[src/rtl/clcd_pkg.sv]
// Package for the character LCD nibble write sequencer.
// Field widths, request codes, timing constants, the queued job type and
// the init command table. No dependencies.
`default_nettype none

package clcd_pkg;

   // Field widths
   localparam int OP_W     = 3;
   localparam int VALUE_W  = 8;
   localparam int COLUMN_W = 6;
   localparam int NUMBER_W = 32;
   localparam int NIBBLE_W = 4;
   localparam int WAIT_W   = 6;

   // Integer display
   localparam int MAX_DIGITS = 10;
   localparam int DIG_IDX_W  = (MAX_DIGITS > 1) ? $clog2(MAX_DIGITS) : 1;
   localparam int CNT_W      = $clog2(MAX_DIGITS + 1);

   // Bytes per request
   localparam int INIT_BYTES = 5;
   localparam int MAX_BYTES  = (MAX_DIGITS + 1 > INIT_BYTES) ? MAX_DIGITS + 1 : INIT_BYTES;
   localparam int BYTE_W     = $clog2(MAX_BYTES + 1);

   // Queue between front and back
   localparam int QUEUE_DEPTH = 2;
   localparam int QPTR_W      = $clog2(QUEUE_DEPTH);
   localparam int QCNT_W      = $clog2(QUEUE_DEPTH + 1);

   // Request codes
   localparam logic [OP_W-1:0] OP_INIT    = 3'd0;
   localparam logic [OP_W-1:0] OP_COMMAND = 3'd1;
   localparam logic [OP_W-1:0] OP_DATA    = 3'd2;
   localparam logic [OP_W-1:0] OP_TEXT    = 3'd3;
   localparam logic [OP_W-1:0] OP_SETPOS  = 3'd4;
   localparam logic [OP_W-1:0] OP_INTEGER = 3'd5;

   // Byte constants
   localparam logic [VALUE_W-1:0] POS_CMD   = 8'h80;
   localparam logic [VALUE_W-1:0] ROW1_BIT  = 8'h40;
   localparam logic [VALUE_W-1:0] CHAR_ZERO = 8'h30;

   // Hold times in ms
   localparam logic [WAIT_W-1:0] WAIT_NONE      = 6'd0;
   localparam logic [WAIT_W-1:0] WAIT_NIBBLE    = 6'd2;
   localparam logic [WAIT_W-1:0] WAIT_TEXT      = 6'd5;
   localparam logic [WAIT_W-1:0] WAIT_INIT_IDLE = 6'd40;

   // Divide by ten: q = (n * RECIP10) >> RECIP10_SHIFT, exact for 32-bit n
   localparam logic [2*NUMBER_W-1:0] RECIP10       = 64'h0000_0000_CCCC_CCCD;
   localparam int                    RECIP10_SHIFT = 35;

   // One request as the back end sees it
   typedef struct packed {
      logic                                is_init;
      logic                                has_pos;
      logic [VALUE_W-1:0]                  pos_addr;
      logic                                pay_rs;
      logic [WAIT_W-1:0]                   pay_trail;
      logic                                use_digits;
      logic [VALUE_W-1:0]                  value;
      logic [CNT_W-1:0]                    pay_count;
      logic [MAX_DIGITS-1:0][NIBBLE_W-1:0] digits;
   } clcd_job_type;

   // One pin event
   typedef struct packed {
      logic                reg_select;
      logic                read_write;
      logic [NIBBLE_W-1:0] data_nibble;
      logic                enable;
      logic [WAIT_W-1:0]   wait_ms;
      logic                last;
   } clcd_event_type;

   function automatic logic [VALUE_W-1:0] init_byte(input logic [2:0] idx);
      logic [VALUE_W-1:0] b;
      unique case (idx)
         3'd0:    b = 8'h02;   // 4-bit mode
         3'd1:    b = 8'h2C;   // two lines, 5x10 font
         3'd2:    b = 8'h0C;   // display on, cursor off
         3'd3:    b = 8'h01;   // clear
         3'd4:    b = 8'h06;   // entry mode, increment
         default: b = 8'h00;
      endcase
      return b;
   endfunction

   function automatic logic [WAIT_W-1:0] init_trail(input logic [2:0] idx);
      logic [WAIT_W-1:0] t;
      unique case (idx)
         3'd1, 3'd2: t = 6'd1;
         3'd3:       t = 6'd2;
         default:    t = WAIT_NONE;
      endcase
      return t;
   endfunction

endpackage

`default_nettype wire

[src/rtl/clcd_queue.sv]
// Short job queue between the front and back ends.
// Depends on clcd_pkg for the job type and depth.
`default_nettype none

module clcd_queue (
   input  wire logic                   clock,
   input  wire logic                   reset,
   input  wire logic                   push_valid,
   input  clcd_pkg::clcd_job_type      push_job,
   output      logic                   full,
   output      logic                   pop_valid,
   output      clcd_pkg::clcd_job_type pop_job,
   input  wire logic                   pop_ready
);
   import clcd_pkg::*;

   clcd_job_type      entry_ff [QUEUE_DEPTH];
   logic [QPTR_W-1:0] wr_ptr_ff, wr_ptr_in;
   logic [QPTR_W-1:0] rd_ptr_ff, rd_ptr_in;
   logic [QCNT_W-1:0] count_ff, count_in;
   logic              do_push, do_pop;

   assign full      = (count_ff == QCNT_W'(QUEUE_DEPTH));
   assign pop_valid = (count_ff != '0);
   assign pop_job   = entry_ff[rd_ptr_ff];
   assign do_push   = push_valid && !full;
   assign do_pop    = pop_valid && pop_ready;

   always_comb begin
      wr_ptr_in = wr_ptr_ff;
      rd_ptr_in = rd_ptr_ff;
      count_in  = count_ff;
      if (do_push) begin
         wr_ptr_in = (wr_ptr_ff == QPTR_W'(QUEUE_DEPTH - 1)) ? '0 : wr_ptr_ff + QPTR_W'(1);
      end
      if (do_pop) begin
         rd_ptr_in = (rd_ptr_ff == QPTR_W'(QUEUE_DEPTH - 1)) ? '0 : rd_ptr_ff + QPTR_W'(1);
      end
      if (do_push && !do_pop) begin
         count_in = count_ff + QCNT_W'(1);
      end else if (do_pop && !do_push) begin
         count_in = count_ff - QCNT_W'(1);
      end
   end

   always_ff @(posedge clock) begin
      if (reset) begin
         wr_ptr_ff <= '0;
         rd_ptr_ff <= '0;
         count_ff  <= '0;
      end else begin
         wr_ptr_ff <= wr_ptr_in;
         rd_ptr_ff <= rd_ptr_in;
         count_ff  <= count_in;
      end
      if (do_push) begin
         entry_ff[wr_ptr_ff] <= push_job;
      end
   end

endmodule

`default_nettype wire

[config.mk]
export PLATFORM = sky130hd
export DESIGN_NAME = clcd_queue
export DESIGN_NICKNAME = d
export VERILOG_FILES = /design/src/rtl/clcd_pkg.sv /design/src/rtl/clcd_queue.sv
export SDC_FILE = /design/constraint.sdc
export NUM_CORES = 1
export LEC_CHECK = 0
export ABC_CLOCK_PERIOD_IN_PS = 3800
export BUFFER_PORTS_ARGS = -buffer_cell sky130_fd_sc_hd__buf_4
export CAP_MARGIN = 25
export CORE_ASPECT_RATIO = 1.75
export CORE_UTILIZATION = 45
export DETAILED_ROUTE_END_ITERATION = 12
export PLACE_DENSITY_LB_ADDON = 0.12
export SETUP_SLACK_MARGIN = 0.1
export SLEW_MARGIN = 20
export SYNTH_ARGS = -nofsm -noshare
export SYNTH_HDL_FRONTEND = slang
export SYNTH_SLANG_ARGS = --single-unit
[constraint.sdc]
create_clock -name clock -period 3.8 [get_ports clock]
set_clock_uncertainty 0.1 [all_clocks]
set_input_delay 0.38 -clock clock [delete_from_list [all_inputs] [get_ports clock]]
set_output_delay 0.38 -clock clock [all_outputs]
set_load 0.03 [all_outputs]
==> run summary <==
The run finished with clean final reports. The largest single stage delay on the critical path is 980 ps. The total I/O pin count is 146. The maximum number of pins on one net before global-route repair came out at 71.

The final period utilization is 65.9%. In this run the power density over the cells is 761 nW/um2. Setup repair after global routing left no endpoint under its margin. The number of core rows came out at 51. The arrival time reported for the critical path endpoint came out at 2020 ps.

The routed wire length per instance is 17.6 um. The number of buffer and inverter instances along the worst setup path is 1. The layout overhead on the synthesized area came out at 35.3%.

The leakage power summed over all cells is 2.66 nW. A synthesized cell averages 21.6 um2. No sink is reached through more buffers than the 2 on the longest clock path. The die outline area is 12,100 um2.

The share of cells above drive strength 1 is 60.6%. The placed wire-length estimate after detailed placement came out at 6110 um. Clock-pin slew was measured on the worst setup and hold paths at 60 ps. The cts-stage hold buffer count is 0. For this run, the number of Yosys warnings is 0. The residual overflow from global routing came out at 0. The minimum clock period after layout came out at 2500 ps. The total track usage is 16.8%.

The highest clock frequency the design can meet is 399 MHz. Traced cell by cell, the critical path runs through mux2_2 > buf_4. The count of final max-slew check failures is 0. The peak fanout along the critical path is 70. The sum of negative setup slack is 0 ps. The number of buffers added for setup after CTS came out at 0.

The synthesized design contains 145 register bits. The count of maximum capacitance violations is 0. The number of filler instances in the final layout came out at 824.

In the routed layout, each cell is associated on average with a via count of 4.95. The synthesized netlist occupies a cell area of 5250 um2. For the pin with the worst max-slew slack, the measured transition is 1000 ps. Across the VDD grid, the largest voltage drop is 0.480 mV. The number of port buffers came out at 145.

0 antenna diodes ended up in the layout. The tree built by TritonCTS fans out to 145 sinks. The number of endpoints failing setup at the final stage came out at 0. The DRC violations left came out at 0. The worst setup path is launched from a flip-flop.

The via count of the first global-routing pass is 3,034. STA classifies the critical path endpoint as an output pin. The pre-antenna-repair detailed-routing pass consisted of 4 iterations. The overall power of the completed layout came out at 5.41 mW. The post-layout net count is 476.

The number of antenna violations at the first check in global routing is 0. The wire length of the first global-routing pass came out at 15,200 um. The kind of cell with the highest combined delay along the critical path is flip-flops.

Among all stages on the critical path, the largest delay is contributed by dfxtp_4. When the netlist entered floorplanning its net count stood at 318. The routed via count is 2,701. The post-route antenna net violation count came out at 0. The required time reported for the critical path endpoint is 3320 ps. The vertical extent of the die is 145 um. The number of resized instances in the post-cts repair step is 0. The clock latency on the worst-skew pair is 400 ps.

The classification of the worst-slack hold path is primary input to flip-flop. The number of buffers added by the clock tree synthesis step came out at 17. The area of the core is 11,200 um2. The H-tree generated during clock tree synthesis spans 4 levels.

The initial standard-cell utilization of the core came out at 46.8%. The worst-case headroom to the max-slew limit came out at 33.1%. The clock tree root buffer cell is clkbuf_16. The internal reg-to-reg setup slack came out at 1480 ps.

TritonCTS built the clock tree. The worst slack after detailed placement is 1410 ps. The number of failing hold endpoints at the final stage is 0. The number of design-rule violations left by the first detailed-router iteration came out at 82. The placer congestion estimate is 0.700. The sequential area share after synthesis is 81.9%. The worst setup path is of the flip-flop to output pin kind. The floorplan die width came out at 83.7 um. The overall routed net length came out at 9620 um. The worst path setup slack after routing came out at 1300 ps. The number of unique standard cell types used by synthesis is 14.

The cell count after synthesis came out at 243.
[Yosys cell counts]
cell / n / area share [%]
a21oi_1: 2 / 0.19
buf_2: 8 / 0.76
or3_1: 2 / 0.24
nor2_1: 4 / 0.29
o21ai_0: 3 / 0.29
mux2_2: 70 / 15
or2_2: 1 / 0.12
edfxtp_1: 140 / 80
and2_1: 1 / 0.12
xor2_1: 3 / 0.50
nor2b_2: 1 / 0.17
dfxtp_1: 5 / 1.9
inv_1: 2 / 0.14
ha_1: 1 / 0.24
[cell families (layout without fill, tap and decap cells)]
group,Yosys count,in the layout,share of synthesized area [%]
AO/OA/AOI/OAI,5,5,0.476
XOR/XNOR,3,3,0.500
adder cells (fa/ha/maj),1,1,0.238
buffers and inverters,10,181,0.905
flip-flops,145,145,81.9
multiplexers,70,70,15.0
AND/OR/NAND/NOR,9,9,0.929
[where the power goes]
part / total, mW / leakage (nW) / switching, mW / internal (mW)
registers: 2.17 / 1.35 / 0.156 / 2.01
logic: 1.52 / 1.02 / 0.869 / 0.649
clock network: 1.72 / 0.291 / 0.614 / 1.10
total: 5.41 / 2.66 / 1.64 / 3.77
[registers in the layout (all words and copies together) (netlist names), named ones only]
name,flops
wr_ptr_ff,1
entry_ff,140
count_ff,2
rd_ptr_ff,1
[metal layers]
metal | GRT usage, % | part of all wire (%) | vias to the layer above
met1 | 17.4 | 36 | 1337
li1 | - | - | 1273
met4 | 7.37 | 1.5 | 0
met2 | 29.9 | 56 | 83
met5 | 0 | 0 | -
met3 | 5.97 | 6.4 | 8
[layout by cell type (no fill, tap or decap), drive strengths merged]
master,netlist,final
nor2,4,4
o21ai,3,3
clkinv,0,3
bufinv,0,4
a21oi,2,2
ha,1,1
xor2,3,3
or2,1,1
dfxtp,5,5
mux2,70,70
and2,1,1
inv,2,4
buf,8,147
or3,2,2
clkbuf,0,20
clkinvlp,0,3
edfxtp,140,140
nor2b,1,1
[per-stage QoR]
step           utilization, %  area, um2  cells  hold WS, ps
2_1_floorplan               -       5250    243          349
3_3_place_gp             57.8       6490    514          375
3_5_place_dp             57.8       6490    514          393
4_1_cts                  63.3       7110    546         39.5
5_1_grt                  63.3       7110    546         36.9
6_report                 63.3       7110    546         57.5
[worst register-to-register path, stage by stage (launching register included)]
cell and delay (ps):
dfxtp_1 430, nor2b_2 90, or3_1 360, inv_2 570, buf_4 440
[area by class of cell]
class | instances | area [um2] | share of cell area (%)
clock buffers | 20 | 437 | 6.14
flip-flops and latches | 145 | 4310 | 60.6
clock inverters | 12 | 183 | 2.57
well taps | 132 | 165 | 2.32
multi-input cells | 88 | 903 | 12.7
repair buffers | 147 | 1100 | 15.5
inverters | 2 | 7.51 | 0.106
[worst paths after layout]
kind	start	end	cells after the start
worst min register to register	wr_ptr_ff$_SDFFE_PP0N_	wr_ptr_ff$_SDFFE_PP0N_	2
worst min-delay path	push_job[64]	entry_ff[0][64]$_DFFE_PP_	1
worst max register to register	count_ff[0]$_SDFFE_PP0P_	entry_ff[0][3]$_DFFE_PP_	4
worst max-delay path	flip-flop	pop_job[24]	2
(Power assumes the default switching activity.)
