$ cat src/rtl/clcd_pkg.sv
// Package for the character LCD nibble write sequencer.
// Field widths, request codes, timing constants, the queued job type and
// the init command table. No dependencies.
`default_nettype none

package clcd_pkg;

   // Field widths
   localparam int OP_W     = 3;
   localparam int VALUE_W  = 8;
   localparam int COLUMN_W = 6;
   localparam int NUMBER_W = 32;
   localparam int NIBBLE_W = 4;
   localparam int WAIT_W   = 6;

   // Integer display
   localparam int MAX_DIGITS = 10;
   localparam int DIG_IDX_W  = (MAX_DIGITS > 1) ? $clog2(MAX_DIGITS) : 1;
   localparam int CNT_W      = $clog2(MAX_DIGITS + 1);

   // Bytes per request
   localparam int INIT_BYTES = 5;
   localparam int MAX_BYTES  = (MAX_DIGITS + 1 > INIT_BYTES) ? MAX_DIGITS + 1 : INIT_BYTES;
   localparam int BYTE_W     = $clog2(MAX_BYTES + 1);

   // Queue between front and back
   localparam int QUEUE_DEPTH = 2;
   localparam int QPTR_W      = $clog2(QUEUE_DEPTH);
   localparam int QCNT_W      = $clog2(QUEUE_DEPTH + 1);

   // Request codes
   localparam logic [OP_W-1:0] OP_INIT    = 3'd0;
   localparam logic [OP_W-1:0] OP_COMMAND = 3'd1;
   localparam logic [OP_W-1:0] OP_DATA    = 3'd2;
   localparam logic [OP_W-1:0] OP_TEXT    = 3'd3;
   localparam logic [OP_W-1:0] OP_SETPOS  = 3'd4;
   localparam logic [OP_W-1:0] OP_INTEGER = 3'd5;

   // Byte constants
   localparam logic [VALUE_W-1:0] POS_CMD   = 8'h80;
   localparam logic [VALUE_W-1:0] ROW1_BIT  = 8'h40;
   localparam logic [VALUE_W-1:0] CHAR_ZERO = 8'h30;

   // Hold times in ms
   localparam logic [WAIT_W-1:0] WAIT_NONE      = 6'd0;
   localparam logic [WAIT_W-1:0] WAIT_NIBBLE    = 6'd2;
   localparam logic [WAIT_W-1:0] WAIT_TEXT      = 6'd5;
   localparam logic [WAIT_W-1:0] WAIT_INIT_IDLE = 6'd40;

   // Divide by ten: q = (n * RECIP10) >> RECIP10_SHIFT, exact for 32-bit n
   localparam logic [2*NUMBER_W-1:0] RECIP10       = 64'h0000_0000_CCCC_CCCD;
   localparam int                    RECIP10_SHIFT = 35;

   // One request as the back end sees it
   typedef struct packed {
      logic                                is_init;
      logic                                has_pos;
      logic [VALUE_W-1:0]                  pos_addr;
      logic                                pay_rs;
      logic [WAIT_W-1:0]                   pay_trail;
      logic                                use_digits;
      logic [VALUE_W-1:0]                  value;
      logic [CNT_W-1:0]                    pay_count;
      logic [MAX_DIGITS-1:0][NIBBLE_W-1:0] digits;
   } clcd_job_type;

   // One pin event
   typedef struct packed {
      logic                reg_select;
      logic                read_write;
      logic [NIBBLE_W-1:0] data_nibble;
      logic                enable;
      logic [WAIT_W-1:0]   wait_ms;
      logic                last;
   } clcd_event_type;

   function automatic logic [VALUE_W-1:0] init_byte(input logic [2:0] idx);
      logic [VALUE_W-1:0] b;
      unique case (idx)
         3'd0:    b = 8'h02;   // 4-bit mode
         3'd1:    b = 8'h2C;   // two lines, 5x10 font
         3'd2:    b = 8'h0C;   // display on, cursor off
         3'd3:    b = 8'h01;   // clear
         3'd4:    b = 8'h06;   // entry mode, increment
         default: b = 8'h00;
      endcase
      return b;
   endfunction

   function automatic logic [WAIT_W-1:0] init_trail(input logic [2:0] idx);
      logic [WAIT_W-1:0] t;
      unique case (idx)
         3'd1, 3'd2: t = 6'd1;
         3'd3:       t = 6'd2;
         default:    t = WAIT_NONE;
      endcase
      return t;
   endfunction

endpackage

`default_nettype wire

$ cat src/rtl/clcd_if.sv
// Handshake interfaces for the request and the pin event channels.
// Depends on clcd_pkg for field widths.
`default_nettype none


interface clcd_rsp_if;
   import clcd_pkg::*;
   logic                valid;
   logic                ready;
   logic                reg_select;
   logic                read_write;
   logic [NIBBLE_W-1:0] data_nibble;
   logic                enable;
   logic [WAIT_W-1:0]   wait_ms;
   logic                last;

   modport source (output valid, reg_select, read_write, data_nibble, enable, wait_ms, last,
                   input ready);
   modport sink   (input valid, reg_select, read_write, data_nibble, enable, wait_ms, last,
                   output ready);
endinterface

`default_nettype wire

$ cat src/rtl/clcd_back.sv
// Back end: walks one job byte by byte and nibble by nibble and emits pin
// events through an output register. Depends on clcd_pkg and clcd_rsp_if.
`default_nettype none

module clcd_back (
   input  wire logic              clock,
   input  wire logic              reset,
   input  wire logic              job_valid,
   input  clcd_pkg::clcd_job_type job,
   output      logic              job_pop,
   clcd_rsp_if.source             rsp_ch
);
   import clcd_pkg::*;

   localparam logic [1:0] B_WAIT  = 2'd0;
   localparam logic [1:0] B_IDLEV = 2'd1;
   localparam logic [1:0] B_BYTES = 2'd2;

   logic [1:0]          state_ff, state_in;
   clcd_job_type        job_ff, job_in;
   logic [BYTE_W-1:0]   byte_ff, byte_in;
   logic [1:0]          nib_ff, nib_in;
   logic                pin_rs_ff, pin_rs_in;
   logic [NIBBLE_W-1:0] pin_nib_ff, pin_nib_in;
   logic                pin_e_ff, pin_e_in;
   logic                out_valid_ff, out_valid_in;
   clcd_event_type      out_ev_ff, out_ev_in;

   logic                advance;
   logic [BYTE_W-1:0]   total_bytes;
   logic [BYTE_W-1:0]   pay_pos;
   logic [CNT_W-1:0]    dig_sel;
   logic [VALUE_W-1:0]  cur_byte;
   logic                cur_rs;
   logic [WAIT_W-1:0]   cur_trail;
   logic                last_byte;
   clcd_event_type      ev;

   assign advance = !out_valid_ff || rsp_ch.ready;
   assign job_pop = (state_ff == B_WAIT) && job_valid;

   assign total_bytes = job_ff.is_init ? BYTE_W'(INIT_BYTES)
                      : BYTE_W'(job_ff.has_pos) + BYTE_W'(job_ff.pay_count);
   assign pay_pos     = byte_ff - BYTE_W'(job_ff.has_pos);
   assign dig_sel     = job_ff.pay_count - CNT_W'(1) - CNT_W'(pay_pos);
   assign last_byte   = (byte_ff == total_bytes - BYTE_W'(1));

   // Byte currently on its way out
   always_comb begin
      if (job_ff.is_init) begin
         cur_byte  = init_byte(byte_ff[2:0]);
         cur_rs    = 1'b0;
         cur_trail = init_trail(byte_ff[2:0]);
      end else if (job_ff.has_pos && (byte_ff == '0)) begin
         cur_byte  = job_ff.pos_addr;
         cur_rs    = 1'b0;
         cur_trail = WAIT_NONE;
      end else begin
         cur_byte  = job_ff.use_digits
                   ? CHAR_ZERO + {{(VALUE_W-NIBBLE_W){1'b0}},
                                  job_ff.digits[dig_sel[DIG_IDX_W-1:0]]}
                   : job_ff.value;
         cur_rs    = job_ff.pay_rs;
         cur_trail = job_ff.pay_trail;
      end
   end

   // Event for the present step
   always_comb begin
      ev = '0;
      if (state_ff == B_IDLEV) begin
         ev.reg_select  = pin_rs_ff;
         ev.data_nibble = pin_nib_ff;
         ev.enable      = pin_e_ff;
         ev.wait_ms     = WAIT_INIT_IDLE;
      end else begin
         ev.reg_select  = cur_rs;
         ev.data_nibble = nib_ff[1] ? cur_byte[NIBBLE_W-1:0] : cur_byte[VALUE_W-1:NIBBLE_W];
         ev.enable      = !nib_ff[0];
         ev.wait_ms     = (nib_ff == 2'd3) ? cur_trail : WAIT_NIBBLE;
         ev.last        = (nib_ff == 2'd3) && last_byte;
      end
   end

   always_comb begin
      state_in     = state_ff;
      job_in       = job_ff;
      byte_in      = byte_ff;
      nib_in       = nib_ff;
      pin_rs_in    = pin_rs_ff;
      pin_nib_in   = pin_nib_ff;
      pin_e_in     = pin_e_ff;
      out_valid_in = out_valid_ff && !rsp_ch.ready;
      out_ev_in    = out_ev_ff;
      unique case (state_ff)
         B_WAIT: begin
            if (job_valid) begin
               job_in   = job;
               byte_in  = '0;
               nib_in   = '0;
               state_in = job.is_init ? B_IDLEV : B_BYTES;
            end
         end
         B_IDLEV: begin
            if (advance) begin
               out_valid_in = 1'b1;
               out_ev_in    = ev;
               state_in     = B_BYTES;
            end
         end
         B_BYTES: begin
            if (advance) begin
               out_valid_in = 1'b1;
               out_ev_in    = ev;
               pin_rs_in    = ev.reg_select;
               pin_nib_in   = ev.data_nibble;
               pin_e_in     = ev.enable;
               nib_in       = nib_ff + 2'd1;
               if (nib_ff == 2'd3) begin
                  if (last_byte) begin
                     state_in = B_WAIT;
                  end else begin
                     byte_in = byte_ff + BYTE_W'(1);
                  end
               end
            end
         end
         default: begin
            state_in = B_WAIT;
         end
      endcase
   end

   always_ff @(posedge clock) begin
      if (reset) begin
         state_ff     <= B_WAIT;
         byte_ff      <= '0;
         nib_ff       <= '0;
         pin_rs_ff    <= 1'b0;
         pin_nib_ff   <= '0;
         pin_e_ff     <= 1'b0;
         out_valid_ff <= 1'b0;
      end else begin
         state_ff     <= state_in;
         byte_ff      <= byte_in;
         nib_ff       <= nib_in;
         pin_rs_ff    <= pin_rs_in;
         pin_nib_ff   <= pin_nib_in;
         pin_e_ff     <= pin_e_in;
         out_valid_ff <= out_valid_in;
      end
      job_ff    <= job_in;
      out_ev_ff <= out_ev_in;
   end

   assign rsp_ch.valid       = out_valid_ff;
   assign rsp_ch.reg_select  = out_ev_ff.reg_select;
   assign rsp_ch.read_write  = out_ev_ff.read_write;
   assign rsp_ch.data_nibble = out_ev_ff.data_nibble;
   assign rsp_ch.enable      = out_ev_ff.enable;
   assign rsp_ch.wait_ms     = out_ev_ff.wait_ms;
   assign rsp_ch.last        = out_ev_ff.last;

endmodule

`default_nettype wire

$ cat src/flat_wrapper.sv
// flat-port wrapper written by rule: the top's interface ports become plain ports
module clcd_back_flat import clcd_pkg::*;
  (clock, reset, job_valid, job, job_pop, rsp_ch_valid, rsp_ch_reg_select, rsp_ch_read_write, rsp_ch_data_nibble, rsp_ch_enable, rsp_ch_wait_ms, rsp_ch_last, rsp_ch_ready);
  clcd_rsp_if rsp_ch_i ();
  input  wire logic clock;
  input  wire logic reset;
  input  wire logic job_valid;
  input  clcd_pkg::clcd_job_type job;
  output      logic job_pop;
  output wire logic [$bits(rsp_ch_i.valid)-1:0] rsp_ch_valid;
  output wire logic [$bits(rsp_ch_i.reg_select)-1:0] rsp_ch_reg_select;
  output wire logic [$bits(rsp_ch_i.read_write)-1:0] rsp_ch_read_write;
  output wire logic [$bits(rsp_ch_i.data_nibble)-1:0] rsp_ch_data_nibble;
  output wire logic [$bits(rsp_ch_i.enable)-1:0] rsp_ch_enable;
  output wire logic [$bits(rsp_ch_i.wait_ms)-1:0] rsp_ch_wait_ms;
  output wire logic [$bits(rsp_ch_i.last)-1:0] rsp_ch_last;
  input wire logic [$bits(rsp_ch_i.ready)-1:0] rsp_ch_ready;
  assign rsp_ch_valid = rsp_ch_i.valid;
  assign rsp_ch_reg_select = rsp_ch_i.reg_select;
  assign rsp_ch_read_write = rsp_ch_i.read_write;
  assign rsp_ch_data_nibble = rsp_ch_i.data_nibble;
  assign rsp_ch_enable = rsp_ch_i.enable;
  assign rsp_ch_wait_ms = rsp_ch_i.wait_ms;
  assign rsp_ch_last = rsp_ch_i.last;
  assign rsp_ch_i.ready = rsp_ch_ready;
  clcd_back u_core (.clock(clock), .reset(reset), .job_valid(job_valid), .job(job), .job_pop(job_pop), .rsp_ch(rsp_ch_i));
endmodule
$ cat config.mk
export PLATFORM = sky130hd
export DESIGN_NAME = clcd_back_flat
export DESIGN_NICKNAME = d
export VERILOG_FILES = /design/src/rtl/clcd_pkg.sv /design/src/rtl/clcd_if.sv /design/src/rtl/clcd_back.sv /design/src/flat_wrapper.sv
export SDC_FILE = /design/constraint.sdc
export NUM_CORES = 1
export LEC_CHECK = 0
export BUFFER_PORTS_ARGS = -buffer_cell sky130_fd_sc_hd__buf_4
export CAP_MARGIN = 40
export CORE_ASPECT_RATIO = 1.5
export CORE_MARGIN = 5
export CORE_UTILIZATION = 55
export CTS_BUF_LIST = sky130_fd_sc_hd__clkbuf_4
export CTS_CLUSTER_DIAMETER = 150
export DETAILED_ROUTE_END_ITERATION = 6
export GPL_ROUTABILITY_DRIVEN = 0
export PLACE_DENSITY = 0.84
export SLEW_MARGIN = 5
export SYNTH_ARGS = -nofsm -noshare
export SYNTH_HDL_FRONTEND = slang
export SYNTH_SLANG_ARGS = --single-unit
export TNS_END_PERCENT = 20
$ cat constraint.sdc
create_clock -name clock -period 11.9 [get_ports clock]
set_input_delay 3.57 -clock clock [delete_from_list [all_inputs] [get_ports clock]]
set_output_delay 3.57 -clock clock [all_outputs]
set_load 0.02 [all_outputs]
==> reports/metrics.csv, run 1 <==
stage,metric,value,unit
yosys,synthXorXnorAreaFrac,2.192,%
clock_tree,cts_tree,done,
setup_path,end_kind,primary output,
yosys,synth-seq-cells,98,
detailed_routing,routed_via_density,5.464,
final_layout,final_core_util,66.42,%
min_path,hp-class,register to register,
run,maxCapViolations,0,
setup_path,crit_fanout,3,
floorplanning,io_pins,90,
timing,finalHoldViolations,0,
place,port_buffers,88,
power,clock_power_share,18.4,%
yosys,synthAdderAreaFrac,4.897,%
setup_path,cp-startpoint,job_valid,
timing,finClkSkew,10.76,ps
timing,tightest_slew,866.1,ps
timing,tns,0,ps
floorplanning,die-area,9914,um^2
timing,slew_headroom,42.26,%
place,pre_cts_ws,4231,ps
setup_path,cp_slowest_cell,and2_2,
detailed_routing,ant_nets,0,
floorplanning,fp.dieH,119.5,um
yosys,yosysSeqAreaShare,63.55,%
setup_path,slowest_delay,230,ps
clock_tree,cts_hold_buf,0,
final_layout,drive_gt1_share,29.74,%
timing,maxSlewViolCount,0,
power,pwr-share-seq,55.6,%
grt,overflow,0,
clock_tree,cts_max_level,3,
yosys,synth_top_family_by_area,simple AND/OR/NAND/NOR gates,
yosys,synth_area_leaders,"edfxtp_1 57%, dfxtp_1 6.8%, ha_1 4.0%",
yosys,yosys.cell_types.count,61,
power,intPower,0.5792,mW
timing,period_share,64.32,%
setup_path,timing.rr.start,u_core.job_ff[68],
min_path,min_from,u_core.pin_nib_ff[1],
yosys,synthFlopType,edfxtp_1,
final_layout,n_antenna_cell,0,
detailed_routing,drc_errors,0,
detailed_routing,wire_per_inst,16.39,um
clock_tree,insertion_delay,450,ps
yosys,async_flop_share,0,%
clock_tree,cts.path.max_buffers,2,
setup_path,crit_chain,buf_4 > and2_2 > buf_4,
power,p_switching,0.2433,mW
yosys,synth_enable_flop_cells,83,
detailed_routing,drtIter0Drc,236,
grt,grt_max_degree,73,
setup_path,cp.arrival,4080,ps
setup_path,path_class,input port to primary output,
setup_path,crit_path_frequent_cell,buf_4,
power,pwr-share-comb,26.0,%
power,power_leakage,2.004,nW
grt,grt.total_usage,18.40,%
yosys,syn_area_per_cell,13.52,um^2
timing,timing.fmax,130.6,MHz
grt,grt_pass1_wl,14170,um
yosys,synthSimpleGateAreaFrac,10.88,%
floorplanning,core_area,7908,um^2
yosys,ys_warn_count,0,
detailed_routing,routed_wl,8553,um
grt,grt_pass1_vias,2989,
floorplanning,fp-row-count,40,
power,vdd_drop_max,101.7,uV
power,total_power,0.8225,mW
power,switching_share,29.58,%
timing,period_minus_slack,7654,ps
place,dp_hpwl,6463,um
clock_tree,cts_made_buffers,9,
clock_tree,cts.sinks,98,
floorplanning,initial_core_util,55.57,%
yosys,yosysTopAreaCellShare,56.72,%
final_layout,nets,502,
clock_tree,post-cts-setup-buffer-count,0,
grt,antenna_found_initial,0,
setup_path,cp.required,8330,ps
yosys,synth.area.mux_share,5.723,%
setup_path,startpoint_type,input port,
yosys,synth_top_cell_by_area,edfxtp_1,
detailed_routing,vias,2852,
timing,worst_slack,4246,ps
floorplanning,chipWidth,82.98,um
yosys,syn_area,4394,um^2
setup_path,crit_buf_inv,2,
clock_tree,ctsRootBufferMaster,clkbuf_4,
detailed_routing,dr.pass1.iters,4,
yosys,syn_nets,415,
yosys,syn_inst,325,
yosys,synth_compound_area_share,9.795,%
timing,finalSetupViolations,0,
setup_path,cp_top_family,buffers and inverters,
clock_tree,path_clk_slew,130,ps
timing,rsz0062_at_grt,no,
final_layout,syn2layout_area_growth,19.53,%
run_status,status,"complete, no violations",
power,p_per_area,156.6,nW/um^2
clock_tree,cts_resized,0,
==> synth_stat cells, drive strengths merged (4+ instances only) <==
| cell | instances |
|---|---|
| a31o | 4 |
| a31oi | 5 |
| mux2i | 6 |
| clkbuf | 9 |
| buf | 6 |
| nor2b | 7 |
| xor2 | 4 |
| nand3 | 4 |
| o21ai | 18 |
| or3 | 4 |
| a21oi | 13 |
| inv | 13 |
| and3 | 5 |
| mux4 | 7 |
| nor2 | 24 |
| ha | 14 |
| dfxtp | 15 |
| xnor2 | 7 |
| nand2 | 24 |
| edfxtp | 83 |
==> routing by layer <==
| metal | global-route usage, % | up-vias | routed length [um] |
|---|---|---|---|
| met2 | 33.63 | 94 | 4815 |
| li1 | - | 1394 | - |
| met5 | 0 | - | 0 |
| met1 | 19.78 | 1351 | 3029 |
| met3 | 5.813 | 13 | 556 |
| met4 | 6.442 | 0 | 152 |
==> cells in the final DEF, fill, tap and decap left out, drive strengths merged, types with 5 or more instances in the layout <==
| cell type | instances |
|---|---|
| o21ai | 18 |
| nand2 | 24 |
| dfxtp | 15 |
| and3 | 5 |
| nor2b | 7 |
| inv | 14 |
| mux4 | 7 |
| xnor2 | 7 |
| a31oi | 5 |
| a21oi | 13 |
| edfxtp | 83 |
| nor2 | 24 |
| buf | 91 |
| mux2i | 6 |
| clkbuf | 11 |
| ha | 14 |
==> metrics by stage <==
step,hold WS (ps),instance area [um^2],instances
after global placement,450.8,5125,505
after CTS,490.1,5253,522
after global routing,529.5,5253,522
final,499.6,5253,522
after detailed placement,466.1,5140,506
after floorplan,440.6,4394,325
==> power groups by stage <==
stage / Sequential [mW] / Combinational, mW / Clock, mW
floorplan: 0.476 / 0.133 / 0
global placement: 0.464 / 0.208 / 0
detailed placement: 0.466 / 0.215 / 0
CTS: 0.458 / 0.217 / 0.157
global route: 0.463 / 0.237 / 0.175
finish: 0.458 / 0.214 / 0.151
==> flip-flops by register name (all words and copies together) (netlist names), 2 cells and up <==
name and count:
u_core.byte_ff 4, u_core.nib_ff 2, u_core.job_ff 70, u_core.state_ff 2, u_core.rsp_ch.data_nibble 4, u_core.pin_nib_ff 4, u_core.rsp_ch.wait_ms 6
==> path summary, 6_finish.rpt <==
check	endpoint	slack, ps	cells past startpoint
hold / removal	u_core.pin_nib_ff[1]	500	2
setup / recovery	job_pop	4250	3
hold reg to reg	u_core.pin_nib_ff[1]	500	2
setup reg to reg	u_core.pin_nib_ff[1]	8780	8
==> worst reg2reg max path, stage by stage, from the launching register on <==
cell and delay [ps]:
edfxtp_1 450, inv_1 80, fa_1 380, inv_1 80, fa_1 590, or3_1 490
or2_1 240, o311a_1 390, o41ai_1 330
==> area by class of cell <==
cell class              instances  area (um^2)
inverters                      13        48.80
fillers                       589         2655
clock buffers                  11        82.58
multi-input cells             199         1476
clock inverters                 5        30.03
well taps                     105        131.4
repair buffers                 91        690.7
flip-flops and latches         98         2793
==> cell families after synthesis <==
group,count (synthesis)
fa+ha+maj,16
xor+xnor,11
simple gates,92
flops,98
buf+inv,28
mux,16
compound gates,63
other cells,1
(Power assumes the default switching activity.)
==> run 2, diff against run 1 <==
==> constraint.sdc (replaced) <==
create_clock -name clock -period 7.43 [get_ports clock]
set_input_delay 2.229 -clock clock [delete_from_list [all_inputs] [get_ports clock]]
set_output_delay 2.229 -clock clock [all_outputs]
set_load 0.02 [all_outputs]
==> reports/metrics.csv, run 2 (synthesized netlist as in run 1, its figures left out) <==
stage,metric,value,unit,change
run_status,status,"complete, no violations",,
timing,finalHoldViolations,0,,unchanged
detailed_routing,ant_nets,0,,unchanged
final_layout,drive_gt1_share,29.57,%,-0.17 points
timing,finalSetupViolations,0,,unchanged
detailed_routing,wl_met2,4952,um,+2.8%
place,port_buffers,88,,unchanged
timing,period_share,66.86,%,
grt,overflow,0,,unchanged
clock_tree,ctsRootBufferMaster,clkbuf_4,,
timing,tightest_slew,871.2,ps,+5.120 ps
floorplanning,fp-row-count,40,,unchanged
setup_path,cp-startpoint,job_valid,,
detailed_routing,wl_met1,3078,um,+1.6%
setup_path,end_kind,primary output,,
clock_tree,path_clk_slew,140,ps,about the same
floorplanning,chipWidth,82.98,um,unchanged
setup_path,startpoint_type,input port,,
setup_path,path_class,input port to primary output,,
floorplanning,fp.dieH,119.5,um,unchanged
detailed_routing,drc_errors,0,,unchanged
final_layout,largest_reg_flops,70,,unchanged
clock_tree,cts.path.max_buffers,2,,unchanged
clock_tree,cts_resized,0,,unchanged
detailed_routing,routed_wl,8746,um,+2.3%
floorplanning,die-area,9914,um^2,unchanged
power,p_per_area,256.0,nW/um^2,+63%
setup_path,cp.arrival,2740,ps,-1340 ps
clock_tree,cts_made_buffers,9,,unchanged
detailed_routing,dr.pass1.iters,4,,unchanged
clock_tree,post-cts-setup-buffer-count,0,,unchanged
timing,period_minus_slack,4968,ps,
timing,tns,0,ps,unchanged
timing,timing.fmax,201.3,MHz,
detailed_routing,wl_met3,541,um,-2.7%
grt,grt.total_usage,18.57,%,+0.18 points
grt,antenna_found_initial,0,,unchanged
timing,maxSlewViolCount,0,,unchanged
clock_tree,cts_max_level,3,,unchanged
floorplanning,io_pins,90,,unchanged
final_layout,final_cell_mix,"90 x buf_4, 83 x edfxtp_1, 24 x nand2_1, 24 x nor2_1, 15 x dfxtp_1",,
detailed_routing,top_layer,met4,,
power,power_leakage,2.010,nW,+0.28%
clock_tree,cts_tree,done,,
final_layout,final_core_util,66.65,%,+0.22 points
timing,hold_ws,494.2,ps,-5.420 ps
place,dp_hpwl,6680,um,+3.3%
timing,rsz0062_at_grt,no,,
final_layout,seq_area,2793,um^2,unchanged
run,maxCapViolations,0,,unchanged
grt,grt_pass1_wl,14330,um,+1.1%
setup_path,reg2reg_to,u_core.pin_nib_ff[1],,
final_layout,n_antenna_cell,0,,unchanged
timing,finClkSkew,9.961,ps,-0.8007 ps
clock_tree,insertion_delay,430,ps,-20 ps
final_layout,nets,502,,unchanged
power,vdd_drop_max,160.6,uV,+58%
detailed_routing,routed_via_density,5.509,,+0.82%
setup_path,endpoint,job_pop,,
setup_path,cp.required,5200,ps,-3130 ps
final_layout,final_common_cell,buf_4,,
final_layout,multiInputGateArea,1476,um^2,unchanged
grt,grt_max_degree,73,,unchanged
floorplanning,initial_core_util,55.57,%,unchanged
grt,grt_pass1_vias,3046,,+1.9%
floorplanning,core_area,7908,um^2,unchanged
detailed_routing,vias,2870,,+0.63%
clock_tree,cts.sinks,98,,unchanged
setup_path,timing.rr.start,u_core.job_ff[68],,
setup_path,r2r_setup_slack,4250,ps,-4530 ps
detailed_routing,wire_per_inst,16.79,um,+2.5%
final_layout,regMostFlops,u_core.job_ff,,
setup_path,crit_fanout,3,,unchanged
detailed_routing,drtIter0Drc,240,,+1.7%
final_layout,fillers,599,,+1.7%
timing,slew_headroom,41.92,%,-0.34 points
clock_tree,cts_hold_buf,0,,unchanged
min_path,hp-class,register to register,,
final_layout,syn2layout_area_growth,19.93,%,
setup_path,reg2reg_depth,8,,unchanged
==> run 2: changes by cell type in the layout (fill, tap and decap cells not counted), sizes merged <==
cell,previous run,this run
bufinv,0,1
clkbuf,11,10
clkinv,3,2
==> run 2: layout make-up <==
type | count | share of cell area, %
Clock buffer | 10 | 1.425
Tap cell | 105 | 2.493
Inverter | 13 | 0.9259
Multi-Input combinational cell | 199 | 28.02
Timing Repair Buffer | 91 | 13.11
Clock inverter | 5 | 1.045
Sequential cell | 98 | 52.99
==> run 2: worst max-delay path, cell delays in order <==
cell    delay [ps]
buf_4          120
and2_2         220
buf_4          170
==> run 2: power breakdown <==
part	leakage, nW	switching, mW	internal [mW]	total (mW)
Clock	0.0703	0.165	0.104	0.270
Sequential	0.914	0.0326	0.701	0.734
Combinational	1.03	0.194	0.152	0.345
Total	2.01	0.392	0.957	1.35
==> run 2: worst min path at each step <==
stage / start / endpoint / slack, ps / cells after the start
3_3_place_gp: u_core.pin_nib_ff[1] / u_core.pin_nib_ff[1] / 450 / 2
5_1_grt: u_core.pin_nib_ff[0] / u_core.pin_nib_ff[0] / 520 / 1
6_report: u_core.pin_nib_ff[0] / u_core.pin_nib_ff[0] / 490 / 1
3_5_place_dp: u_core.pin_nib_ff[0] / u_core.pin_nib_ff[0] / 460 / 1
2_1_floorplan: u_core.pin_nib_ff[1] / u_core.pin_nib_ff[1] / 440 / 2
4_1_cts: u_core.pin_nib_ff[0] / u_core.pin_nib_ff[0] / 500 / 1
==> run 2: through the flow <==
stage / setup WS, ps / total power, mW / instance area (um^2) / instances
after floorplan: 1175 / 0.9752 / 4394 / 325
after global placement: 2446 / 1.076 / 5125 / 505
after detailed placement: 2451 / 1.096 / 5140 / 506
after CTS: 2449 / 1.358 / 5270 / 521
after global routing: 2445 / 1.422 / 5270 / 521
final: 2462 / 1.349 / 5270 / 521
==> run 2: routing by layer <==
metal | up-vias | global-route usage (%)
li1 | 1391 | -
met1 | 1357 | 18.75
met2 | 103 | 35.44
met3 | 19 | 3.945
met4 | 0 | 8.998
met5 | - | 0
